<file path="src/sbpr_pkg.sv">
// ----------------------------------------------------------------------------
// sbpr_pkg
// Shared constants and types for the servo bus packet receiver.
// ----------------------------------------------------------------------------
package sbpr_pkg;

   localparam int unsigned BYTE_W     = 8;
   localparam int unsigned LEN_W      = 9;
   localparam int unsigned CSR_DATA_W = 32;
   localparam int unsigned CSR_ADDR_W = 3;

   localparam logic [BYTE_W-1:0] HEADER_BYTE      = 8'hFF;
   localparam logic [LEN_W-1:0]  MIN_LENGTH_RESET = 9'd6;
   localparam logic [LEN_W-1:0]  LENGTH_OFFSET    = 9'd4;

   // packet positions with special handling
   localparam logic [LEN_W-1:0]  POS_HEADER_END = 9'd2;
   localparam logic [LEN_W-1:0]  POS_ID         = 9'd2;
   localparam logic [LEN_W-1:0]  POS_LENGTH     = 9'd3;
   localparam logic [LEN_W-1:0]  POS_INSTR      = 9'd4;

   // register index decoded from paddr[2]
   localparam logic REG_MIN_LENGTH = 1'b0;

   typedef struct packed {
      logic              stored;
      logic [LEN_W-1:0]  position;
      logic [BYTE_W-1:0] data_byte;
      logic              packet_done;
      logic              checksum_ok;
      logic [LEN_W-1:0]  packet_length;
      logic [BYTE_W-1:0] packet_id;
      logic [BYTE_W-1:0] instruction;
   } result_type;

endpackage

</file>
<file path="src/servo_bus_packet_receiver_core.sv">
// ----------------------------------------------------------------------------
// servo_bus_packet_receiver_core
// Byte-wise packet parser: FF FF id len instr params checksum, with running
// inverted-sum checksum and minimum length filter.
// ----------------------------------------------------------------------------
//  channel  | ports   | direction | content
//  ---------+---------+-----------+-------------------------------------------
//  request  | req_*   | in        | one received byte per word
//  response | rsp_*   | out       | one result word per byte
//  csr      | csr_*   | in/out    | APB-style access to min_length
//
//  One byte is taken per cycle; its result word is registered and appears
//  the cycle after acceptance. Throughput is one word per cycle, set by the
//  single pass through the parser state update.
//  Reset (synchronous, active high) clears the parser state and the result
//  valid flag and sets min_length to 6.
//  A stalled response holds the result register and blocks further bytes;
//  a new byte is taken in the same cycle the waiting result is taken.
// ----------------------------------------------------------------------------
module servo_bus_packet_receiver_core (
   input  logic                                  clock,
   input  logic                                  reset,
   // request
   input  logic                                  req_valid,
   output logic                                  req_ready,
   input  logic [sbpr_pkg::BYTE_W-1:0]           req_byte_in,
   // response
   output logic                                  rsp_valid,
   input  logic                                  rsp_ready,
   output logic                                  rsp_stored,
   output logic [sbpr_pkg::LEN_W-1:0]            rsp_position,
   output logic [sbpr_pkg::BYTE_W-1:0]           rsp_data_byte,
   output logic                                  rsp_packet_done,
   output logic                                  rsp_checksum_ok,
   output logic [sbpr_pkg::LEN_W-1:0]            rsp_packet_length,
   output logic [sbpr_pkg::BYTE_W-1:0]           rsp_packet_id,
   output logic [sbpr_pkg::BYTE_W-1:0]           rsp_instruction,
   // configuration
   input  logic                                  psel,
   input  logic                                  penable,
   input  logic                                  pwrite,
   input  logic [sbpr_pkg::CSR_ADDR_W-1:0]       paddr,
   input  logic [sbpr_pkg::CSR_DATA_W-1:0]       pwdata,
   output logic [sbpr_pkg::CSR_DATA_W-1:0]       prdata,
   output logic                                  pready
);

   logic [sbpr_pkg::LEN_W-1:0]  min_length_ff, min_length_in;
   logic [sbpr_pkg::LEN_W-1:0]  count_ff, count_in;
   logic [sbpr_pkg::LEN_W-1:0]  exp_len_ff, exp_len_in;
   logic [sbpr_pkg::BYTE_W-1:0] sum_ff, sum_in;
   logic [sbpr_pkg::BYTE_W-1:0] held_id_ff, held_id_in;
   logic [sbpr_pkg::BYTE_W-1:0] held_ins_ff, held_ins_in;
   logic                        rsp_valid_ff, rsp_valid_in;
   sbpr_pkg::result_type        result_ff, result_in;

   logic                        accept;
   logic                        csr_write;
   logic [sbpr_pkg::LEN_W-1:0]  next_count;
   logic [sbpr_pkg::BYTE_W-1:0] ins_cur;

   assign req_ready = !rsp_valid_ff || rsp_ready;
   assign accept    = req_valid && req_ready;

   // ---------------- configuration ----------------
   assign pready    = 1'b1;
   assign csr_write = psel && penable && pwrite;

   always_comb begin
      min_length_in = min_length_ff;
      if (csr_write && paddr[2] == sbpr_pkg::REG_MIN_LENGTH) begin
         min_length_in = pwdata[sbpr_pkg::LEN_W-1:0];
      end
   end

   always_comb begin
      prdata = '0;
      if (paddr[2] == sbpr_pkg::REG_MIN_LENGTH) begin
         prdata = {{(sbpr_pkg::CSR_DATA_W-sbpr_pkg::LEN_W){1'b0}}, min_length_ff};
      end
   end

   // ---------------- parser ----------------
   assign next_count = count_ff + 9'd1;

   always_comb begin
      count_in     = count_ff;
      exp_len_in   = exp_len_ff;
      sum_in       = sum_ff;
      held_id_in   = held_id_ff;
      held_ins_in  = held_ins_ff;
      ins_cur      = held_ins_ff;
      rsp_valid_in = rsp_valid_ff && !rsp_ready;
      result_in    = result_ff;

      if (accept) begin
         rsp_valid_in            = 1'b1;
         result_in               = '0;
         result_in.data_byte     = req_byte_in;

         if (count_ff < sbpr_pkg::POS_HEADER_END) begin
            if (req_byte_in == sbpr_pkg::HEADER_BYTE) begin
               result_in.stored = 1'b1;
               count_in         = next_count;
            end else begin
               count_in = '0;
            end
         end else if (count_ff == sbpr_pkg::POS_ID) begin
            result_in.stored = 1'b1;
            held_id_in       = req_byte_in;
            sum_in           = req_byte_in;
            count_in         = next_count;
         end else if (count_ff == sbpr_pkg::POS_LENGTH) begin
            result_in.stored = 1'b1;
            exp_len_in       = {1'b0, req_byte_in} + sbpr_pkg::LENGTH_OFFSET;
            sum_in           = sum_ff + req_byte_in;
            count_in         = next_count;
         end else if (count_ff == sbpr_pkg::POS_INSTR && exp_len_ff < min_length_ff) begin
            // too short: drop, byte not stored
            count_in = '0;
         end else begin
            result_in.stored = 1'b1;
            if (count_ff == sbpr_pkg::POS_INSTR) begin
               held_ins_in = req_byte_in;
               ins_cur     = req_byte_in;
            end
            if (next_count >= exp_len_ff) begin
               result_in.packet_done   = 1'b1;
               result_in.checksum_ok   = (~sum_ff == req_byte_in);
               result_in.packet_length = (~sum_ff == req_byte_in) ? next_count : '0;
               result_in.packet_id     = held_id_ff;
               result_in.instruction   = ins_cur;
               count_in                = '0;
            end else begin
               sum_in   = sum_ff + req_byte_in;
               count_in = next_count;
            end
         end

         if (result_in.stored) begin
            result_in.position = count_ff;
         end
      end
   end

   always_ff @(posedge clock) begin
      if (reset) begin
         min_length_ff <= sbpr_pkg::MIN_LENGTH_RESET;
         count_ff      <= '0;
         exp_len_ff    <= '0;
         sum_ff        <= '0;
         held_id_ff    <= '0;
         held_ins_ff   <= '0;
         rsp_valid_ff  <= 1'b0;
      end else begin
         min_length_ff <= min_length_in;
         count_ff      <= count_in;
         exp_len_ff    <= exp_len_in;
         sum_ff        <= sum_in;
         held_id_ff    <= held_id_in;
         held_ins_ff   <= held_ins_in;
         rsp_valid_ff  <= rsp_valid_in;
      end
   end

   always_ff @(posedge clock) begin
      result_ff <= result_in;
   end

   assign rsp_valid         = rsp_valid_ff;
   assign rsp_stored        = result_ff.stored;
   assign rsp_position      = result_ff.position;
   assign rsp_data_byte     = result_ff.data_byte;
   assign rsp_packet_done   = result_ff.packet_done;
   assign rsp_checksum_ok   = result_ff.checksum_ok;
   assign rsp_packet_length = result_ff.packet_length;
   assign rsp_packet_id     = result_ff.packet_id;
   assign rsp_instruction   = result_ff.instruction;

   // ---------------- assertions ----------------
   a_done_is_stored: assert property (@(posedge clock) disable iff (reset)
      rsp_valid_ff && result_ff.packet_done |-> result_ff.stored)
      else $error("packet completion on a byte that was not stored");

   a_ok_needs_done: assert property (@(posedge clock) disable iff (reset)
      rsp_valid_ff && result_ff.checksum_ok |-> result_ff.packet_done)
      else $error("checksum status without packet completion");

   a_length_iff_ok: assert property (@(posedge clock) disable iff (reset)
      rsp_valid_ff && result_ff.packet_done |->
         ((result_ff.packet_length != '0) == result_ff.checksum_ok))
      else $error("packet length does not follow checksum status");

   a_count_bound: assert property (@(posedge clock) disable iff (reset)
      count_ff < 9'd259)
      else $error("byte count beyond largest packet");

   a_bad_header_resync: assert property (@(posedge clock) disable iff (reset)
      accept && count_ff < sbpr_pkg::POS_HEADER_END
         && req_byte_in != sbpr_pkg::HEADER_BYTE |=> count_ff == '0)
      else $error("bad header byte did not restart the parser");

endmodule

</file>
<file path="config.mk">
export PLATFORM = sky130hd
export DESIGN_NAME = servo_bus_packet_receiver_core
export DESIGN_NICKNAME = d
export VERILOG_FILES = /design/src/sbpr_pkg.sv /design/src/servo_bus_packet_receiver_core.sv
export SDC_FILE = /design/constraint.sdc
export NUM_CORES = 1
export LEC_CHECK = 0
export CORE_MARGIN = 2
export CORE_UTILIZATION = 37
export DETAILED_ROUTE_END_ITERATION = 12
export DONT_BUFFER_PORTS = 1
export PLACE_DENSITY_LB_ADDON = 0.08
export SYNTH_ARGS = -nofsm -noshare
export SYNTH_HDL_FRONTEND = slang
export SYNTH_SLANG_ARGS = --single-unit
</file>
<file path="constraint.sdc">
create_clock -name clock -period 2.7 [get_ports clock]
set_input_delay 0.54 -clock clock [delete_from_list [all_inputs] [get_ports clock]]
set_output_delay 0.54 -clock clock [all_outputs]
set_load 0.005 [all_outputs]
</file>
==> impl_metrics.py, run 1 <==
metrics = {
    "power_and_ir_drop": {
        "ir_worst_vdd_v": 0.000277,
        "p_switching_uw": 663,
        "switching_share_pct": 22.9,
        "p_int_mw": 2.23,
        "p_comb_share_pct": 3.1,
        "power.density_nw_per_um2": 507,
        "p_clk_share_pct": 41.9,
        "seqPwrFrac_pct": 55.0,
        "power.leakage_nw": 2.15,
    },
    "grt": {
        "grt_pass1_vias": 3643,
        "grt_max_degree": 48,
        "track_usage_pct": 17.3,
        "antenna_found_initial": 0,
        "grt_overflow": 0,
        "grt_pass1_wl_um": 19200,
    },
    "yosys": {
        "synth_top_family_by_area": "simple AND/OR/NAND/NOR gates",
        "synth_xor_area_share_pct": 2.45,
        "yosysSeqAreaShare_pct": 47.8,
        "syn-cell-area_um2": 5000,
        "synthFlopType": "dfxtp_1",
        "synthMuxAreaShare_pct": 0.400,
        "synth_area_leaders": "edfxtp_1, dfxtp_1, ha_1, a21oi_1, nand2_1",
        "yosysTopAreaCell": "edfxtp_1",
        "ys_types": 57,
        "synth_cells": 527,
        "synth_most_common_cell": "nand2_1",
        "synthSimpleGateAreaFrac_pct": 18.7,
        "synth_fa_ha_area_share_pct": 7.65,
        "async_reset_ff_share_pct": 0,
        "yosysTopAreaCellShare_pct": 27.0,
        "synth_compound_area_share_pct": 14.6,
        "synth_edf_count": 45,
        "ys_warn_count": 0,
        "yosys_register_bits": 97,
        "syn_avg_cell_area_um2": 9.49,
        "synth_commonest_cells": "nand2_1, a21oi_1, dfxtp_1, edfxtp_1, nor2_1",
    },
    "clock_tree": {
        "clock_latency_ns": 0.36,
        "root_buffer": "clkbuf_16",
        "cts.clk_slew.worst_paths_ns": 0.07,
        "cts_hold_buf": 0,
        "cts_buffer_depth": 2,
        "cts_sinks": 97,
        "cts_made_buffers": 9,
        "h-tree-depth": 3,
        "tritoncts": "yes",
    },
    "setup_path": {
        "cp.required_ns": 2.80,
        "crit_path_frequent_cell": "a21o_1",
        "worstSetupStartpointType": "register",
        "slowest_stage": "a221o_1",
        "path_cells": "and3_4 > and2_4 > nand2_2 > xnor2_2 > ha_1 > a21o_1 > a21o_1 > a221o_1 > o21a_4 > buf_4 > nand2_8 > a21oi_1",
        "crit_arrival_ns": 2.79,
        "cp_num_cells": 12,
        "crit_family": "compound AO/OA/AOI/OAI gates",
        "max_stage_delay_ns": 0.36,
        "ff2ff_path_depth": 12,
        "crit_type": "register to register",
        "critPathCaptureType": "register",
        "crit_fanout": 9,
        "path_buf_inv": 1,
    },
    "sta": {
        "hold_viol_final": 0,
        "finClkSkew_ns": 0.00965,
        "worstMarginPinSlew_ns": 0.605,
        "fin_crit_ns": 2.69,
        "finalSetupTns_ns": 0,
        "drv_slew": 0,
        "relSlewSlack_pct": 59.5,
        "fmax_ghz": 0.372,
        "finalSetupViolCount": 0,
        "fin_crit_sh_pct": 99.5,
        "rsz0062_at_grt": "yes",
    },
    "placement": {
        "dpl_cell_area_um2": 5310,
        "port-buffer-count": 0,
        "dp_hpwl_um": 8470,
        "globalplace.congestion": 0.835,
    },
    "cells_and_area": {
        "diodes": 0,
        "num-fill-cells": 1318,
        "finish.utilization_pct": 43.1,
        "regArea_um2": 2400,
        "multi_input_area_um2": 2400,
        "layout.nets": 627,
        "syn_to_final_growth_pct": 14.2,
        "drive_above_1_share_pct": 16.1,
        "postLayoutCellArea_um2": 5710,
    },
    "drt": {
        "drt_iter0_markers": 202,
        "wl_per_cell_um": 16.6,
        "dr_total_vias": 3713,
        "totalWireLength_um": 12100,
        "drc": 0,
        "dr.pass1.iters": 4,
        "antenna_left": 0,
        "vias_per_cell": 5.10,
    },
    "floorplanning": {
        "design.core.area_um2": 13200,
        "dieArea_um2": 14500,
        "fp.dieH_um": 120,
        "dieWidth_um": 120,
        "rows": 42,
        "ioPinCount": 130,
        "start_util_pct": 37.8,
    },
    "min_path": {
        "holdPathStages": 1,
        "hp-class": "input pin to register",
    },
    "job": {
        "drv_cap": 0,
    },
    "run_status": {
        "status": "finished clean",
    },
}
## placed cells by master, fill, tap and decap left out, types with 4 or more instances in the layout
cell type  netlist  final
nand2_1         68     66
a21oi_1         57     56
dfxtp_1         52     49
edfxtp_1        45     45
buf_4           25     38
nor2_1          30     29
ha_1            29     28
inv_1           25     24
conb_1           2     24
nand3_1         20     20
o21ai_0         15     14
and3_1          13     11
xnor2_1         12     10
nor3_1          10     10
clkbuf_16        0      9
and2_4           0      8
nand4_1          7      7
a32o_1           7      7
nor2b_1          6      6
a2111oi_0        5      5
and2_1          13      5
o21a_1           5      4
## power by group through the flow
| stage | Clock, mW | Sequential [mW] | Combinational, mW |
|---|---|---|---|
| after floorplan | 0 | 1.62 | 0.109 |
| after global placement | 0 | 1.62 | 0.0884 |
| after detailed placement | 0 | 1.62 | 0.0898 |
| after CTS | 1.25 | 1.59 | 0.0904 |
| after global routing | 1.30 | 1.59 | 0.102 |
| final | 1.21 | 1.59 | 0.0898 |
## state kept, by name, indices dropped and copies added (netlist names)
signal             flops
count_ff               9
exp_len_ff             9
min_length_ff          9
rsp_packet_length      9
rsp_position           9
held_id_ff             8
held_ins_ff            8
rsp_data_byte          8
rsp_instruction        8
rsp_packet_id          8
sum_ff                 8
rsp_checksum_ok        1
rsp_packet_done        1
rsp_stored             1
rsp_valid              1
## path summary, 6_finish.rpt
kind                                   start                                to  slack, ns
setup / recovery    count_ff[4]$_SDFFE_PP0P_  rsp_instruction[1]$_SDFFCE_PP0P_       0.01
hold / removal                         reset          count_ff[2]$_SDFFE_PP0P_       0.25
hold reg to reg   held_id_ff[4]$_SDFFE_PP0P_        held_id_ff[4]$_SDFFE_PP0P_       0.45
setup reg to reg    count_ff[4]$_SDFFE_PP0P_  rsp_instruction[1]$_SDFFCE_PP0P_       0.01
## worst reg2reg max path, cell delays in order, from the launching register on
cell	delay, ns
dfxtp_2	0.33
and3_4	0.18
and2_4	0.15
nand2_2	0.06
xnor2_2	0.18
ha_1	0.28
a21o_1	0.16
a21o_1	0.17
a221o_1	0.36
o21a_4	0.26
buf_4	0.16
nand2_8	0.09
a21oi_1	0.06
## logic make-up (layout without fill, tap and decap cells)
family,Yosys count,after routing
and+or+nand+nor,186,186
AOI/OAI and AO/OA,116,116
DFF,97,97
buffers and inverters,80,83
adders and majority gates,30,30
xor gates and xnor gates,14,14
other,2,24
muxes,2,2
## through the flow
stage	instances	setup slack [ns]	hold WS, ns	power [mW]
5_1_grt	728	-0.151	0.233	3.00
2_1_floorplan	549	0.0113	0.428	1.73
4_1_cts	727	0.00111	0.233	2.94
3_5_place_dp	709	-0.127	0.434	1.71
6_report	728	0.0141	0.248	2.89
3_3_place_gp	709	-0.0939	0.430	1.71
## layout make-up
type | count | share of cell area [%]
Multi-Input combinational cell | 372 | 42.0
Sequential cell | 97 | 42.0
Inverter | 26 | 1.86
Clock buffer | 10 | 4.01
Clock inverter | 6 | 0.723
Tap cell | 176 | 3.86
Timing Repair Buffer | 41 | 5.59
## metal layers
| layer | vias to the layer above | wire length, µm | global-route usage, % |
|---|---|---|---|
| li1 | 1851 | - | - |
| met3 | 18 | 540 | 3.92 |
| met5 | - | 0 | 0 |
| met1 | 1755 | 5890 | 22.8 |
| met2 | 89 | 5390 | 27.2 |
| met4 | 0 | 242 | 7.70 |
## what timing repair did
action / in CTS / in global routing
setup endpoints to repair: 41 / 44
pin swaps: 8 / 13
endpoints found under the hold margin: 0 / 0
resized for setup: 13 / 12
cloned: 0 / 0
buffers inserted: 2 / 1
Power figures use the tool's default switching activity.
==> run 2, diff against run 1 <==
--- a/config.mk
+++ b/config.mk
@@ -5,6 +5,7 @@
 export SDC_FILE = /design/constraint.sdc
 export NUM_CORES = 1
 export LEC_CHECK = 0
+export ABC_AREA = 1
 export CORE_MARGIN = 2
 export CORE_UTILIZATION = 37
 export DETAILED_ROUTE_END_ITERATION = 12
==> run 2 against run 1 <==
Against the previous run:
- total power rose by 4.1%
- fmax rose by 1.8%
- clock skew fell by 0.0035 ns
- sequential power barely moved
- worst hold slack got worse by 0.00050 ns
- sequential cell count did not move
- largest power group unchanged
- highest routed layer unchanged
==> impl_metrics.py, run 2 <==
metrics = {
    "drt": {
        "vias_per_cell": 4.73,
        "totalWireLength_um": 12900,
        "wl_per_cell_um": 15.1,
        "drc": 0,
        "drt_iter0_markers": 190,
        "antenna_left": 0,
        "dr_total_vias": 4042,
        "dr.pass1.iters": 5,
    },
    "placement": {
        "dp_hpwl_um": 9100,
        "globalplace.congestion": 0.861,
        "port-buffer-count": 0,
        "dpl_cell_area_um2": 5470,
    },
    "floorplanning": {
        "dieWidth_um": 123,
        "dieArea_um2": 15200,
        "rows": 43,
        "ioPinCount": 130,
        "start_util_pct": 37.9,
        "fp.dieH_um": 123,
        "design.core.area_um2": 13900,
    },
    "setup_path": {
        "critPathCaptureType": "register",
        "crit_start": "count_ff[1]$_SDFFE_PP0P_",
        "worstSetupStartpointType": "register",
        "rr_startpoint": "count_ff[1]$_SDFFE_PP0P_",
        "crit_arrival_ns": 2.84,
        "crit_type": "register to register",
        "cp.required_ns": 2.90,
        "crit_fanout": 5,
    },
    "sta": {
        "hold_viol_final": 0,
        "drv_slew": 0,
        "finalSetupViolCount": 0,
        "finalSetupTns_ns": 0,
        "fmax_ghz": 0.379,
        "rsz0062_at_grt": "yes",
        "worstMarginPinSlew_ns": 0.693,
        "relSlewSlack_pct": 53.6,
        "finClkSkew_ns": 0.00612,
        "fin_crit_sh_pct": 97.7,
        "fin_crit_ns": 2.64,
    },
    "yosys": {
        "ys_types": 41,
        "synth_cells": 637,
        "syn-cell-area_um2": 5270,
        "yosys_register_bits": 97,
        "yosysTopAreaCell": "edfxtp_1",
        "yosysSeqAreaShare_pct": 45.4,
        "synth_most_common_cell": "nand2_1",
        "synthFlopType": "dfxtp_1",
        "syn_avg_cell_area_um2": 8.27,
        "ys_warn_count": 0,
        "yosysTopAreaCellShare_pct": 25.7,
        "synth_edf_count": 45,
        "synth_area_leaders": "edfxtp_1, dfxtp_1, nand2_1, ha_1, nor2_1",
        "async_reset_ff_share_pct": 0,
        "synth_commonest_cells": "nand2_1, nor2_1, inv_1, dfxtp_1, edfxtp_1",
    },
    "clock_tree": {
        "cts_sinks": 97,
        "root_buffer": "clkbuf_16",
        "h-tree-depth": 3,
        "tritoncts": "yes",
        "cts_buffer_depth": 2,
        "cts_made_buffers": 9,
        "cts.clk_slew.worst_paths_ns": 0.07,
        "clock_latency_ns": 0.35,
    },
    "power_and_ir_drop": {
        "ir_worst_vdd_v": 0.000231,
        "p_int_mw": 2.33,
        "power.leakage_nw": 2.61,
        "p_switching_uw": 686,
        "power.density_nw_per_um2": 487,
        "p_clk_share_pct": 42.8,
        "p_comb_share_pct": 4.4,
        "seqPwrFrac_pct": 52.8,
        "switching_share_pct": 22.8,
    },
    "cells_and_area": {
        "layout_common_cells": "nand2_1, nor2_1, inv_1",
        "drive_above_1_share_pct": 19.4,
        "num-fill-cells": 1371,
        "layout.nets": 750,
        "postLayoutCellArea_um2": 6190,
        "syn_to_final_growth_pct": 17.5,
        "diodes": 0,
        "final_common_cell": "nand2_1",
    },
    "grt": {
        "grt_pass1_vias": 3947,
        "grt_max_degree": 30,
        "grt_pass1_wl_um": 20100,
        "antenna_found_initial": 0,
        "track_usage_pct": 17.7,
        "grt_overflow": 0,
    },
    "job": {
        "drv_cap": 0,
    },
    "min_path": {
        "hp-class": "input pin to register",
        "hold_start": "reset",
    },
    "run_status": {
        "status": "finished clean",
    },
}
-- run 2: cell types whose count changed after synthesis, sizes merged, moves of 6 or more --
cell,change
xnor2,-11
and2,-13
nor2b,-6
nor2,+69
inv,+69
xor2,+9
nand2,+45
a32o,-7
a21oi,-17
nand3,+22
and3,-12
clkbuf,-10
o21ai,+15
-- run 2: metrics by stage --
step	util (%)	worst slack (ns)	instances	total power, mW	hold WS [ns]
after floorplan	-	0.00787	659	1.75	0.444
after global placement	39.4	-0.0266	818	1.75	0.457
after detailed placement	39.4	-0.107	818	1.76	0.468
after CTS	43.2	0.00166	849	3.06	0.235
after global routing	44.6	-0.0969	855	3.14	0.231
final	44.6	0.0619	855	3.01	0.248
-- run 2: logic make-up after synthesis --
kind of cell	count (synthesis)	synth area share [%]
AO/OA/AOI/OAI	83	8.41
XOR/XNOR	12	2.00
adder cells (fa/ha/maj)	30	7.27
buffers and inverters	140	12.3
flip-flops	97	45.4
other	2	0.143
AND/OR/NAND/NOR	273	24.4
-- run 2: timing repair --
action,CTS,global route
endpoints found under the setup margin,33,44
resized for setup,23,33
hold buffers,0,0
pin swaps,11,21
gates cloned,1,0
setup buffers,14,6
-- run 2: power groups by stage --
stage / Sequential [mW] / Clock [mW] / Combinational [mW]
detailed placement: 1.63 / 0 / 0.130
CTS: 1.59 / 1.33 / 0.134
floorplan: 1.62 / 0 / 0.123
global placement: 1.63 / 0 / 0.128
global route: 1.59 / 1.40 / 0.152
finish: 1.59 / 1.29 / 0.131
-- run 2: final timing paths --
| path | to | slack (ns) | depth (start not counted) |
|---|---|---|---|
| worst min register to register | sum_ff[7]$_SDFFE_PP0P_ | 0.48 | 2 |
| worst max-delay path | rsp_packet_length[1]$_SDFFCE_PP0P_ | 0.06 | 15 |
| worst min-delay path | count_ff[1]$_SDFFE_PP0P_ | 0.25 | 1 |
| worst max register to register | rsp_packet_length[1]$_SDFFCE_PP0P_ | 0.06 | 15 |
-- run 2: per-layer routing --
layer / track usage (%) / share of wire [%] / vias to the layer above / routed length [µm]
li1: - / - / 2063 / -
met1: 21.8 / 44 / 1894 / 5700
met2: 29.8 / 50 / 65 / 6470
met3: 3.83 / 3.6 / 20 / 469
met4: 7.24 / 2.4 / 0 / 306
met5: 0 / 0 / - / 0
-- run 2: layout make-up --
class / instances / area [µm²] / area share (%)
Tap cell: 180 / 225 / 3.64
Timing Repair Buffer: 44 / 354 / 5.72
Clock inverter: 6 / 66.3 / 1.07
Clock buffer: 10 / 229 / 3.70
Multi-Input combinational cell: 423 / 2540 / 41.1
Sequential cell: 97 / 2400 / 38.8
Inverter: 95 / 369 / 5.96
-- run 2: worst max-delay path, stage by stage (launching register included) --
cell,delay [ns]
dfxtp_4,0.37
ha_4,0.14
nand2_4,0.05
nor2_4,0.12
buf_6,0.13
xor2_4,0.17
inv_2,0.08
ha_4,0.27
nand2_1,0.06
nor2_1,0.09
nand3b_1,0.10
nand4_1,0.25
nand2_8,0.09
nor2_8,0.18
nand4_4,0.21
nor2_1,0.17
